<file path="src/hdl/ece_pkg.sv">
// Shared types and constants for the easing curve evaluator.
// Used by ece_kernel and easing_curve_evaluator; depends on nothing.
`default_nettype none

package ece_pkg;

   localparam int MODE_W    = 3;
   localparam int VARIANT_W = 2;
   localparam int TIME_W    = 16;
   localparam int CSR_W     = 16;
   localparam int OUT_W     = 17;

   // curve kinds
   localparam logic [MODE_W-1:0] MODE_LINEAR = 3'd0;
   localparam logic [MODE_W-1:0] MODE_QUAD   = 3'd1;
   localparam logic [MODE_W-1:0] MODE_CUBIC  = 3'd2;
   localparam logic [MODE_W-1:0] MODE_QUART  = 3'd3;
   localparam logic [MODE_W-1:0] MODE_QUINT  = 3'd4;
   localparam logic [MODE_W-1:0] MODE_BACK   = 3'd5;
   localparam logic [MODE_W-1:0] MODE_BOUNCE = 3'd6;

   // variants; both remaining codes mean in-out
   localparam logic [VARIANT_W-1:0] VARIANT_IN     = 2'd0;
   localparam logic [VARIANT_W-1:0] VARIANT_OUT    = 2'd1;
   localparam logic [VARIANT_W-1:0] VARIANT_IN_OUT = 2'd2;

   // overshoot 1.70158 in Q2.14
   localparam logic [CSR_W-1:0] OVERSHOOT_RESET = 16'd27879;
   localparam int OVERSHOOT_FRAC = 14;

   // in-out overshoot: v * 61 / 40, rounded; 40 * 2^14 = 5 * 2^17
   localparam int IO_SCALE = 61;
   localparam int IO_ROUND = 327680;
   localparam int IO_SHIFT = 17;
   localparam int IO_DIV   = 5;
   // floor(2^32 / 5), quotient is exact or one low for dividends below 2^30
   localparam logic [29:0] RECIP_5     = 30'd858993459;
   localparam int          RECIP_SHIFT = 32;

   typedef enum logic [1:0] {
      PHASE_IN,
      PHASE_OUT,
      PHASE_IO_LO,
      PHASE_IO_HI
   } ece_phase_type;

   typedef struct packed {
      logic                valid;
      logic [MODE_W-1:0]   mode;
      ece_phase_type       phase;
   } ece_ctl_type;

endpackage

`default_nettype wire

</file>
<file path="src/hdl/ece_kernel.sv">
// Six-stage ease-in kernel pipeline: powers x^2..x^5, back curve and bounce arc.
// Depends on ece_pkg.
`default_nettype none

module ece_kernel import ece_pkg::*; #(
   parameter int TIME_FRAC_BITS = 15
) (
   input  wire logic                         clock,
   input  wire logic                         reset,
   input  wire ece_ctl_type                  in_ctl,
   input  wire logic [TIME_FRAC_BITS:0]      in_x,
   input  wire logic [TIME_FRAC_BITS+2:0]    s_std,
   input  wire logic [TIME_FRAC_BITS+2:0]    s_io,
   output ece_ctl_type                       out_ctl,
   output logic signed [TIME_FRAC_BITS+4:0]  out_kernel
);

   localparam int F  = TIME_FRAC_BITS;
   localparam int XW = F + 1;   // x and powers, at most ONE
   localparam int SW = F + 3;   // overshoot
   localparam int AW = F + 4;   // (s+1)*x
   localparam int MW = F + 4;   // |a - s|
   localparam int KW = F + 5;   // kernel, signed
   localparam int YW = F + 3;   // bounce offset from arc center

   localparam logic [XW-1:0]     ONE   = XW'(1) << F;
   localparam logic [2*XW-1:0]   RND_X = (2*XW)'(1) << (F - 1);
   localparam logic [2*YW-1:0]   RND_Y = (2*YW)'(1) << (F + 5);
   localparam logic [AW+XW-1:0]  RND_A = (AW+XW)'(1) << (F - 1);
   localparam logic [MW+XW-1:0]  RND_M = (MW+XW)'(1) << (F - 1);

   // bounce breaks on 11z and arc centers on 22z
   localparam logic [XW+3:0] BRK_4  = (XW+4)'(4)  << F;
   localparam logic [XW+3:0] BRK_8  = (XW+4)'(8)  << F;
   localparam logic [XW+3:0] BRK_10 = (XW+4)'(10) << F;
   localparam logic [XW+4:0] CTR_12 = (XW+5)'(12) << F;
   localparam logic [XW+4:0] CTR_18 = (XW+5)'(18) << F;
   localparam logic [XW+4:0] CTR_21 = (XW+5)'(21) << F;
   localparam logic [XW-1:0] LIFT_48 = XW'(48) << (F - 6);
   localparam logic [XW-1:0] LIFT_60 = XW'(60) << (F - 6);
   localparam logic [XW-1:0] LIFT_63 = XW'(63) << (F - 6);

   ece_ctl_type ctl_st2_ff, ctl_st3_ff, ctl_st4_ff, ctl_st5_ff, ctl_st6_ff, ctl_st7_ff;

   logic [XW-1:0] x_st2_ff, x_st3_ff, x_st4_ff, x_st5_ff, x_st6_ff;
   logic [XW-1:0] x2_st2_ff, x2_st3_ff, x2_st4_ff, x2_st5_ff, x2_st6_ff;
   logic [XW-1:0] x3_st3_ff, x3_st4_ff, x3_st5_ff, x3_st6_ff;
   logic [XW-1:0] x4_st4_ff, x4_st5_ff, x4_st6_ff;
   logic [XW-1:0] x5_st5_ff, x5_st6_ff;
   logic [YW-1:0] y_st2_ff;
   logic [XW-1:0] lift_st2_ff, lift_st3_ff;
   logic [XW-1:0] arc_st3_ff;
   logic signed [KW-1:0] kb_st4_ff, kb_st5_ff, kb_st6_ff;
   logic [AW-1:0] a_st5_ff;
   logic [MW-1:0] mag_st6_ff;
   logic          neg_st6_ff;
   logic signed [KW-1:0] kernel_st7_ff;

   // stage 2: x^2, bounce arc choice
   logic [2*XW-1:0] sq_x;
   logic [XW-1:0]   x2_in;
   logic [XW-1:0]   z;
   logic [XW+3:0]   z11;
   logic [XW+4:0]   z22;
   logic [XW+4:0]   ctr;
   logic [XW-1:0]   lift_in;
   logic [YW-1:0]   y_in;

   assign sq_x  = (2*XW)'(in_x) * (2*XW)'(in_x);
   assign x2_in = XW'((sq_x + RND_X) >> F);
   assign z     = ONE - in_x;
   assign z11   = (XW+4)'(z) * (XW+4)'(11);
   assign z22   = (XW+5)'(z) * (XW+5)'(22);

   always_comb begin
      if (z11 < BRK_4) begin
         ctr     = '0;
         lift_in = '0;
      end else if (z11 < BRK_8) begin
         ctr     = CTR_12;
         lift_in = LIFT_48;
      end else if (z11 < BRK_10) begin
         ctr     = CTR_18;
         lift_in = LIFT_60;
      end else begin
         ctr     = CTR_21;
         lift_in = LIFT_63;
      end
      y_in = (z22 >= ctr) ? YW'(z22 - ctr) : YW'(ctr - z22);
   end

   // stage 3: x^3, arc square
   logic [2*XW-1:0] p3;
   logic [XW-1:0]   x3_in;
   logic [2*YW-1:0] sq_y;
   logic [XW-1:0]   arc_in;

   assign p3     = (2*XW)'(x2_st2_ff) * (2*XW)'(x_st2_ff);
   assign x3_in  = XW'((p3 + RND_X) >> F);
   assign sq_y   = (2*YW)'(y_st2_ff) * (2*YW)'(y_st2_ff);
   assign arc_in = XW'((sq_y + RND_Y) >> (F + 6));

   // stage 4: x^4, bounce kernel = 1 - B
   logic [2*XW-1:0]      p4;
   logic [XW-1:0]        x4_in;
   logic [XW:0]          b_sum;
   logic signed [KW-1:0] kb_in;

   assign p4    = (2*XW)'(x3_st3_ff) * (2*XW)'(x_st3_ff);
   assign x4_in = XW'((p4 + RND_X) >> F);
   assign b_sum = (XW+1)'(arc_st3_ff) + (XW+1)'(lift_st3_ff);
   assign kb_in = $signed(KW'(ONE)) - $signed(KW'(b_sum));

   // the overshoot doubles as a per-item value: in-out items use the scaled one
   function automatic logic [SW-1:0] pick_s(input ece_phase_type ph,
                                            input logic [SW-1:0] s_a,
                                            input logic [SW-1:0] s_b);
      logic [SW-1:0] r;
      r = (ph == PHASE_IN || ph == PHASE_OUT) ? s_a : s_b;
      return r;
   endfunction

   // stage 5: x^5, a = (s+1)*x
   logic [2*XW-1:0]    p5;
   logic [XW-1:0]      x5_in;
   logic [SW-1:0]      s_st4;
   logic [AW-1:0]      s_plus;
   logic [AW+XW-1:0]   pa;
   logic [AW-1:0]      a_in;

   assign p5     = (2*XW)'(x4_st4_ff) * (2*XW)'(x_st4_ff);
   assign x5_in  = XW'((p5 + RND_X) >> F);
   assign s_st4  = pick_s(ctl_st4_ff.phase, s_std, s_io);
   assign s_plus = AW'(s_st4) + AW'(ONE);
   assign pa     = (AW+XW)'(s_plus) * (AW+XW)'(x_st4_ff);
   assign a_in   = AW'((pa + RND_A) >> F);

   // stage 6: inner = a - s as sign and magnitude
   logic [SW-1:0]        s_st5;
   logic signed [KW-1:0] inner;
   logic                 neg_in;
   logic [MW-1:0]        mag_in;

   assign s_st5  = pick_s(ctl_st5_ff.phase, s_std, s_io);
   assign inner  = $signed(KW'(a_st5_ff)) - $signed(KW'(s_st5));
   assign neg_in = inner[KW-1];
   assign mag_in = neg_in ? MW'(-inner) : MW'(inner);

   // stage 7: back product, kernel select
   logic [MW+XW-1:0]     pb;
   logic [MW-1:0]        back_mag;
   logic signed [KW-1:0] back;
   logic signed [KW-1:0] kernel_in;

   assign pb       = (MW+XW)'(mag_st6_ff) * (MW+XW)'(x2_st6_ff);
   assign back_mag = MW'((pb + RND_M) >> F);
   assign back     = neg_st6_ff ? -$signed(KW'(back_mag)) : $signed(KW'(back_mag));

   always_comb begin
      case (ctl_st6_ff.mode)
         MODE_QUAD:   kernel_in = $signed(KW'(x2_st6_ff));
         MODE_CUBIC:  kernel_in = $signed(KW'(x3_st6_ff));
         MODE_QUART:  kernel_in = $signed(KW'(x4_st6_ff));
         MODE_QUINT:  kernel_in = $signed(KW'(x5_st6_ff));
         MODE_BACK:   kernel_in = back;
         MODE_BOUNCE: kernel_in = kb_st6_ff;
         default:     kernel_in = $signed(KW'(x_st6_ff));
      endcase
   end

   always_ff @(posedge clock) begin
      if (reset) begin
         ctl_st2_ff <= '0;
         ctl_st3_ff <= '0;
         ctl_st4_ff <= '0;
         ctl_st5_ff <= '0;
         ctl_st6_ff <= '0;
         ctl_st7_ff <= '0;
      end else begin
         ctl_st2_ff <= in_ctl;
         ctl_st3_ff <= ctl_st2_ff;
         ctl_st4_ff <= ctl_st3_ff;
         ctl_st5_ff <= ctl_st4_ff;
         ctl_st6_ff <= ctl_st5_ff;
         ctl_st7_ff <= ctl_st6_ff;
      end
   end

   always_ff @(posedge clock) begin
      x_st2_ff    <= in_x;
      x2_st2_ff   <= x2_in;
      y_st2_ff    <= y_in;
      lift_st2_ff <= lift_in;

      x_st3_ff    <= x_st2_ff;
      x2_st3_ff   <= x2_st2_ff;
      x3_st3_ff   <= x3_in;
      arc_st3_ff  <= arc_in;
      lift_st3_ff <= lift_st2_ff;

      x_st4_ff    <= x_st3_ff;
      x2_st4_ff   <= x2_st3_ff;
      x3_st4_ff   <= x3_st3_ff;
      x4_st4_ff   <= x4_in;
      kb_st4_ff   <= kb_in;

      x_st5_ff    <= x_st4_ff;
      x2_st5_ff   <= x2_st4_ff;
      x3_st5_ff   <= x3_st4_ff;
      x4_st5_ff   <= x4_st4_ff;
      x5_st5_ff   <= x5_in;
      kb_st5_ff   <= kb_st4_ff;
      a_st5_ff    <= a_in;

      x_st6_ff    <= x_st5_ff;
      x2_st6_ff   <= x2_st5_ff;
      x3_st6_ff   <= x3_st5_ff;
      x4_st6_ff   <= x4_st5_ff;
      x5_st6_ff   <= x5_st5_ff;
      kb_st6_ff   <= kb_st5_ff;
      mag_st6_ff  <= mag_in;
      neg_st6_ff  <= neg_in;

      kernel_st7_ff <= kernel_in;
   end

   assign out_ctl    = ctl_st7_ff;
   assign out_kernel = kernel_st7_ff;

endmodule

`default_nettype wire

</file>
<file path="config.mk">
export PLATFORM = sky130hd
export DESIGN_NAME = ece_kernel
export DESIGN_NICKNAME = d
export VERILOG_FILES = /design/src/hdl/ece_pkg.sv /design/src/hdl/ece_kernel.sv
export SDC_FILE = /design/constraint.sdc
export NUM_CORES = 2
export LEC_CHECK = 0
export BUFFER_PORTS_ARGS = -buffer_cell sky130_fd_sc_hd__buf_2
export CORE_MARGIN = 5
export CORE_UTILIZATION = 55
export DETAILED_ROUTE_END_ITERATION = 10
export MAX_ROUTING_LAYER = met4
export PLACE_DENSITY = 0.72
export SETUP_SLACK_MARGIN = 0.05
export SLEW_MARGIN = 40
export SYNTH_ARGS = -nofsm -noshare
export SYNTH_HDL_FRONTEND = slang
export SYNTH_SLANG_ARGS = --single-unit
</file>
<file path="constraint.sdc">
create_clock -name clock -period 9.15 [get_ports clock]
set_clock_uncertainty 0.1 [all_clocks]
set_input_delay 0.915 -clock clock [delete_from_list [all_inputs] [get_ports clock]]
set_output_delay 0.915 -clock clock [all_outputs]
set_load 0.005 [all_outputs]
</file>
==> reports/qor.tcl <==
set qor(drt-initial-drc-count) 3019
set qor(setup_viol) 0
set qor(run_status) {complete, no violations}
set qor(endpoint_kind_of_the_worst_setup_timing_path) {register}
set qor(effective_utilization_at_floorplan_pct) 55.2
set qor(post_synth_num_cell_types) 83
set qor(mappedNetlistArea_um2) 73600
set qor(synth.net_count) 10222
set qor(initial_antenna_violation_count) 5
set qor(synth_edf_count) 0
set qor(portBuffers) 85
set qor(detail_route.wl_per_cell_um) 18.2
set qor(dominantRegCellSynth) {sky130_fd_sc_hd__dfxtp_1}
set qor(vias) 51320
set qor(track_usage_pct) 26.4
set qor(grt_start_max_net_pins) 48
set qor(ys_warn_count) 0
set qor(clockBufferDepth) 3
set qor(core_area_um2) 133000
set qor(timing.final.hold_violations) 0
set qor(cts_buffers) 56
set qor(sequential_cell_area_fraction_in_the_yosys_report_pct) 13.3
set qor(number_of_global_route_vias_before_repair) 56672
set qor(cts_resized) 0
set qor(final-max-slew-violation-count) 0
set qor(timing.fmax_mhz) 127
set qor(tightest_slew_ps) 928
set qor(std_cell_rows) 134
set qor(finish.net_count) 10150
set qor(die_h_um) 376
set qor(clock_sink_count) 490
set qor(overflow) 0
set qor(detail_route.first_pass.iterations) 5
set qor(critical_path_data_arrival_time_ps) 8320
set qor(drc) 0
set qor(synth_area_per_cell_um2) 9.35
set qor(worst-setup-path-type) {reg -> reg}
set qor(critical_path_required_ps) 9600
set qor(synth_seq_cells) 490
set qor(place.gp.congestion) 0.971
set qor(finalCoreUtilization_pct) 58.3
set qor(holdCritPathClass) {reg -> reg}
set qor(finalSetupTns_ps) 0
set qor(tritoncts_clock_tree) {done}
set qor(post_synth_inst_count) 7868
set qor(final_layout_size_suffix_gt1_share_pct) 4.02
set qor(h_tree_depth) 2
set qor(critPathMaxFanout) 15
set qor(ios) 86
set qor(postCtsHoldBufs) 0
set qor(avgViaCountPerCell) 5.34
set qor(clock-root-buffer) {sky130_fd_sc_hd__clkbuf_16}
set qor(ys_async_sr_fraction_pct) 0
set qor(floorplan.die.width_um) 376
set qor(fill_cells) 11487
set qor(drv_cap) 0
set qor(place_hpwl_mm) 138
set qor(grt_pass1_wl_mm) 292
set qor(cp-start-kind) {register}
set qor(area.growth.synth_to_final_pct) 5.56
set qor(post-route-period-util_pct) 86.0
set qor(route.antenna.remaining_nets) 0
set qor(max_slew_margin_vs_limit_pct) 38.0
set qor(routed_wl_mm) 174
set qor(clkTransAtPathRegs_ps) 60
set qor(postCtsSetupBuffers) 0
set qor(die-area_um2) 141000
set qor(period_minus_slack_ps) 7870
set qor(worstSkewPairLatency_ps) 660
set qor(rsz0062_at_grt) {no}
[placed cells by master (no fill, tap or decap), types with 41 or more instances in the layout]
cell	n
sky130_fd_sc_hd__nand2_1	1032
sky130_fd_sc_hd__xor2_1	72
sky130_fd_sc_hd__a21oi_1	149
sky130_fd_sc_hd__fa_1	1423
sky130_fd_sc_hd__dfxtp_1	470
sky130_fd_sc_hd__inv_1	1828
sky130_fd_sc_hd__o21ai_0	97
sky130_fd_sc_hd__nor2_1	207
sky130_fd_sc_hd__nor3_1	45
sky130_fd_sc_hd__nor2b_1	66
sky130_fd_sc_hd__o21a_1	41
sky130_fd_sc_hd__xnor2_1	171
sky130_fd_sc_hd__ha_1	871
sky130_fd_sc_hd__clkbuf_16	56
sky130_fd_sc_hd__a21o_1	59
sky130_fd_sc_hd__buf_2	84
sky130_fd_sc_hd__buf_4	65
sky130_fd_sc_hd__and2_1	644
[sequential cells by signal, indices dropped and copies added, names as in the netlist, 18 cells and up]
register / count
kb_st4_ff: 18
kb_st6_ff: 18
kb_st5_ff: 18
a_st5_ff: 19
out_kernel: 20
mag_st6_ff: 19
[area by class of cell]
class	instances	area, µm²	area share (%)
inverters	1833	6880	8.86
repair buffers	151	948	1.22
clock buffers	63	1440	1.85
diodes	2	5.00	0.00644
multi-input cells	5264	55800	71.9
well taps	1768	2210	2.85
flip-flops and latches	490	9830	12.7
clock inverters	39	513	0.660
[final timing paths]
kind | slack [ps] | to | startpoint | cells after the start
worst min register to register | 200 | x3_st5_ff[12] | x3_st4_ff[12] | 0
worst min-delay path | 200 | x3_st5_ff[12] | x3_st4_ff[12] | 0
worst max-delay path | 1280 | out_kernel[12] | x2_st6_ff[9] | 26
worst max register to register | 1280 | out_kernel[12] | x2_st6_ff[9] | 26
[synthesized netlist by cell type (7+ instances only)]
cell type                  number  share of area, %
sky130_fd_sc_hd__inv_1       1828               9.3
sky130_fd_sc_hd__fa_1        1423                39
sky130_fd_sc_hd__nand2_1     1032               5.3
sky130_fd_sc_hd__ha_1         871                15
sky130_fd_sc_hd__and2_1       644               5.5
sky130_fd_sc_hd__dfxtp_1      490                13
sky130_fd_sc_hd__clkbuf_1     275               1.4
sky130_fd_sc_hd__nor2_1       207               1.1
sky130_fd_sc_hd__xnor2_1      171               2.0
sky130_fd_sc_hd__a21oi_1      149               1.0
sky130_fd_sc_hd__o21ai_0       97              0.66
sky130_fd_sc_hd__xor2_1        72              0.86
sky130_fd_sc_hd__nor2b_1       66              0.56
sky130_fd_sc_hd__a21o_1        59              0.60
sky130_fd_sc_hd__nor3_1        46              0.31
sky130_fd_sc_hd__o21a_1        41              0.42
sky130_fd_sc_hd__nand3_1       37              0.25
sky130_fd_sc_hd__mux2i_1       32              0.44
sky130_fd_sc_hd__nand2b_1      24              0.20
sky130_fd_sc_hd__nand4_1       24              0.20
sky130_fd_sc_hd__a211oi_1      23              0.23
sky130_fd_sc_hd__and3_1        23              0.20
sky130_fd_sc_hd__mux2_2        22              0.34
sky130_fd_sc_hd__a31oi_1       17              0.14
sky130_fd_sc_hd__o211ai_1      17              0.17
sky130_fd_sc_hd__o21bai_1      14              0.14
sky130_fd_sc_hd__o31ai_1       13              0.13
sky130_fd_sc_hd__o21ai_1       11             0.075
sky130_fd_sc_hd__or3_1          9             0.077
sky130_fd_sc_hd__nor4_1         7             0.060
sky130_fd_sc_hd__or2_2          7             0.060
[logic make-up after synthesis]
| kind of cell | synth area share (%) |
|---|---|
| compound gates | 4.63 |
| mux | 0.792 |
| xor+xnor | 2.89 |
| buf+inv | 10.8 |
| flops | 13.3 |
| simple gates | 14.0 |
| fa+ha+maj | 53.5 |
[through the flow]
step | area, µm² | cells | setup WS, ps | hold WS (ps)
after floorplan | 73600 | 7868 | 1290 | 210
after global placement | 75700 | 9506 | 1130 | 210
after detailed placement | 75700 | 9506 | 1160 | 212
after CTS | 77600 | 9608 | 1340 | 199
after global routing | 77700 | 9609 | 867 | 202
final | 77700 | 9610 | 1280 | 204
[worst max-delay path: stages (launching register included)]
cell	delay [ps]
sky130_fd_sc_hd__dfxtp_1	810
sky130_fd_sc_hd__buf_4	270
sky130_fd_sc_hd__nand2_1	70
sky130_fd_sc_hd__fa_1	500
sky130_fd_sc_hd__inv_1	50
sky130_fd_sc_hd__fa_1	480
sky130_fd_sc_hd__fa_1	590
sky130_fd_sc_hd__fa_1	450
sky130_fd_sc_hd__fa_1	510
sky130_fd_sc_hd__inv_1	90
sky130_fd_sc_hd__fa_1	490
sky130_fd_sc_hd__inv_1	50
sky130_fd_sc_hd__ha_1	470
sky130_fd_sc_hd__and3_1	260
sky130_fd_sc_hd__nand2_1	70
sky130_fd_sc_hd__o311a_1	350
sky130_fd_sc_hd__o21ai_0	100
sky130_fd_sc_hd__xor2_1	190
sky130_fd_sc_hd__inv_1	90
sky130_fd_sc_hd__ha_1	170
sky130_fd_sc_hd__inv_1	80
sky130_fd_sc_hd__nor4_4	330
sky130_fd_sc_hd__nand4b_1	270
sky130_fd_sc_hd__o31ai_1	370
sky130_fd_sc_hd__xnor2_1	180
sky130_fd_sc_hd__nor2_1	60
sky130_fd_sc_hd__o32a_1	300
[routing by layer]
metal / part of all wire (%) / track usage (%)
met5: 0 / -
met4: 3.0 / 7.17
met3: 7.7 / 4.49
met2: 47 / 42.9
met1: 42 / 34.5
Power is not shown: default switching activity piles up to over one toggle a cycle in this logic, so the estimate is an artifact.
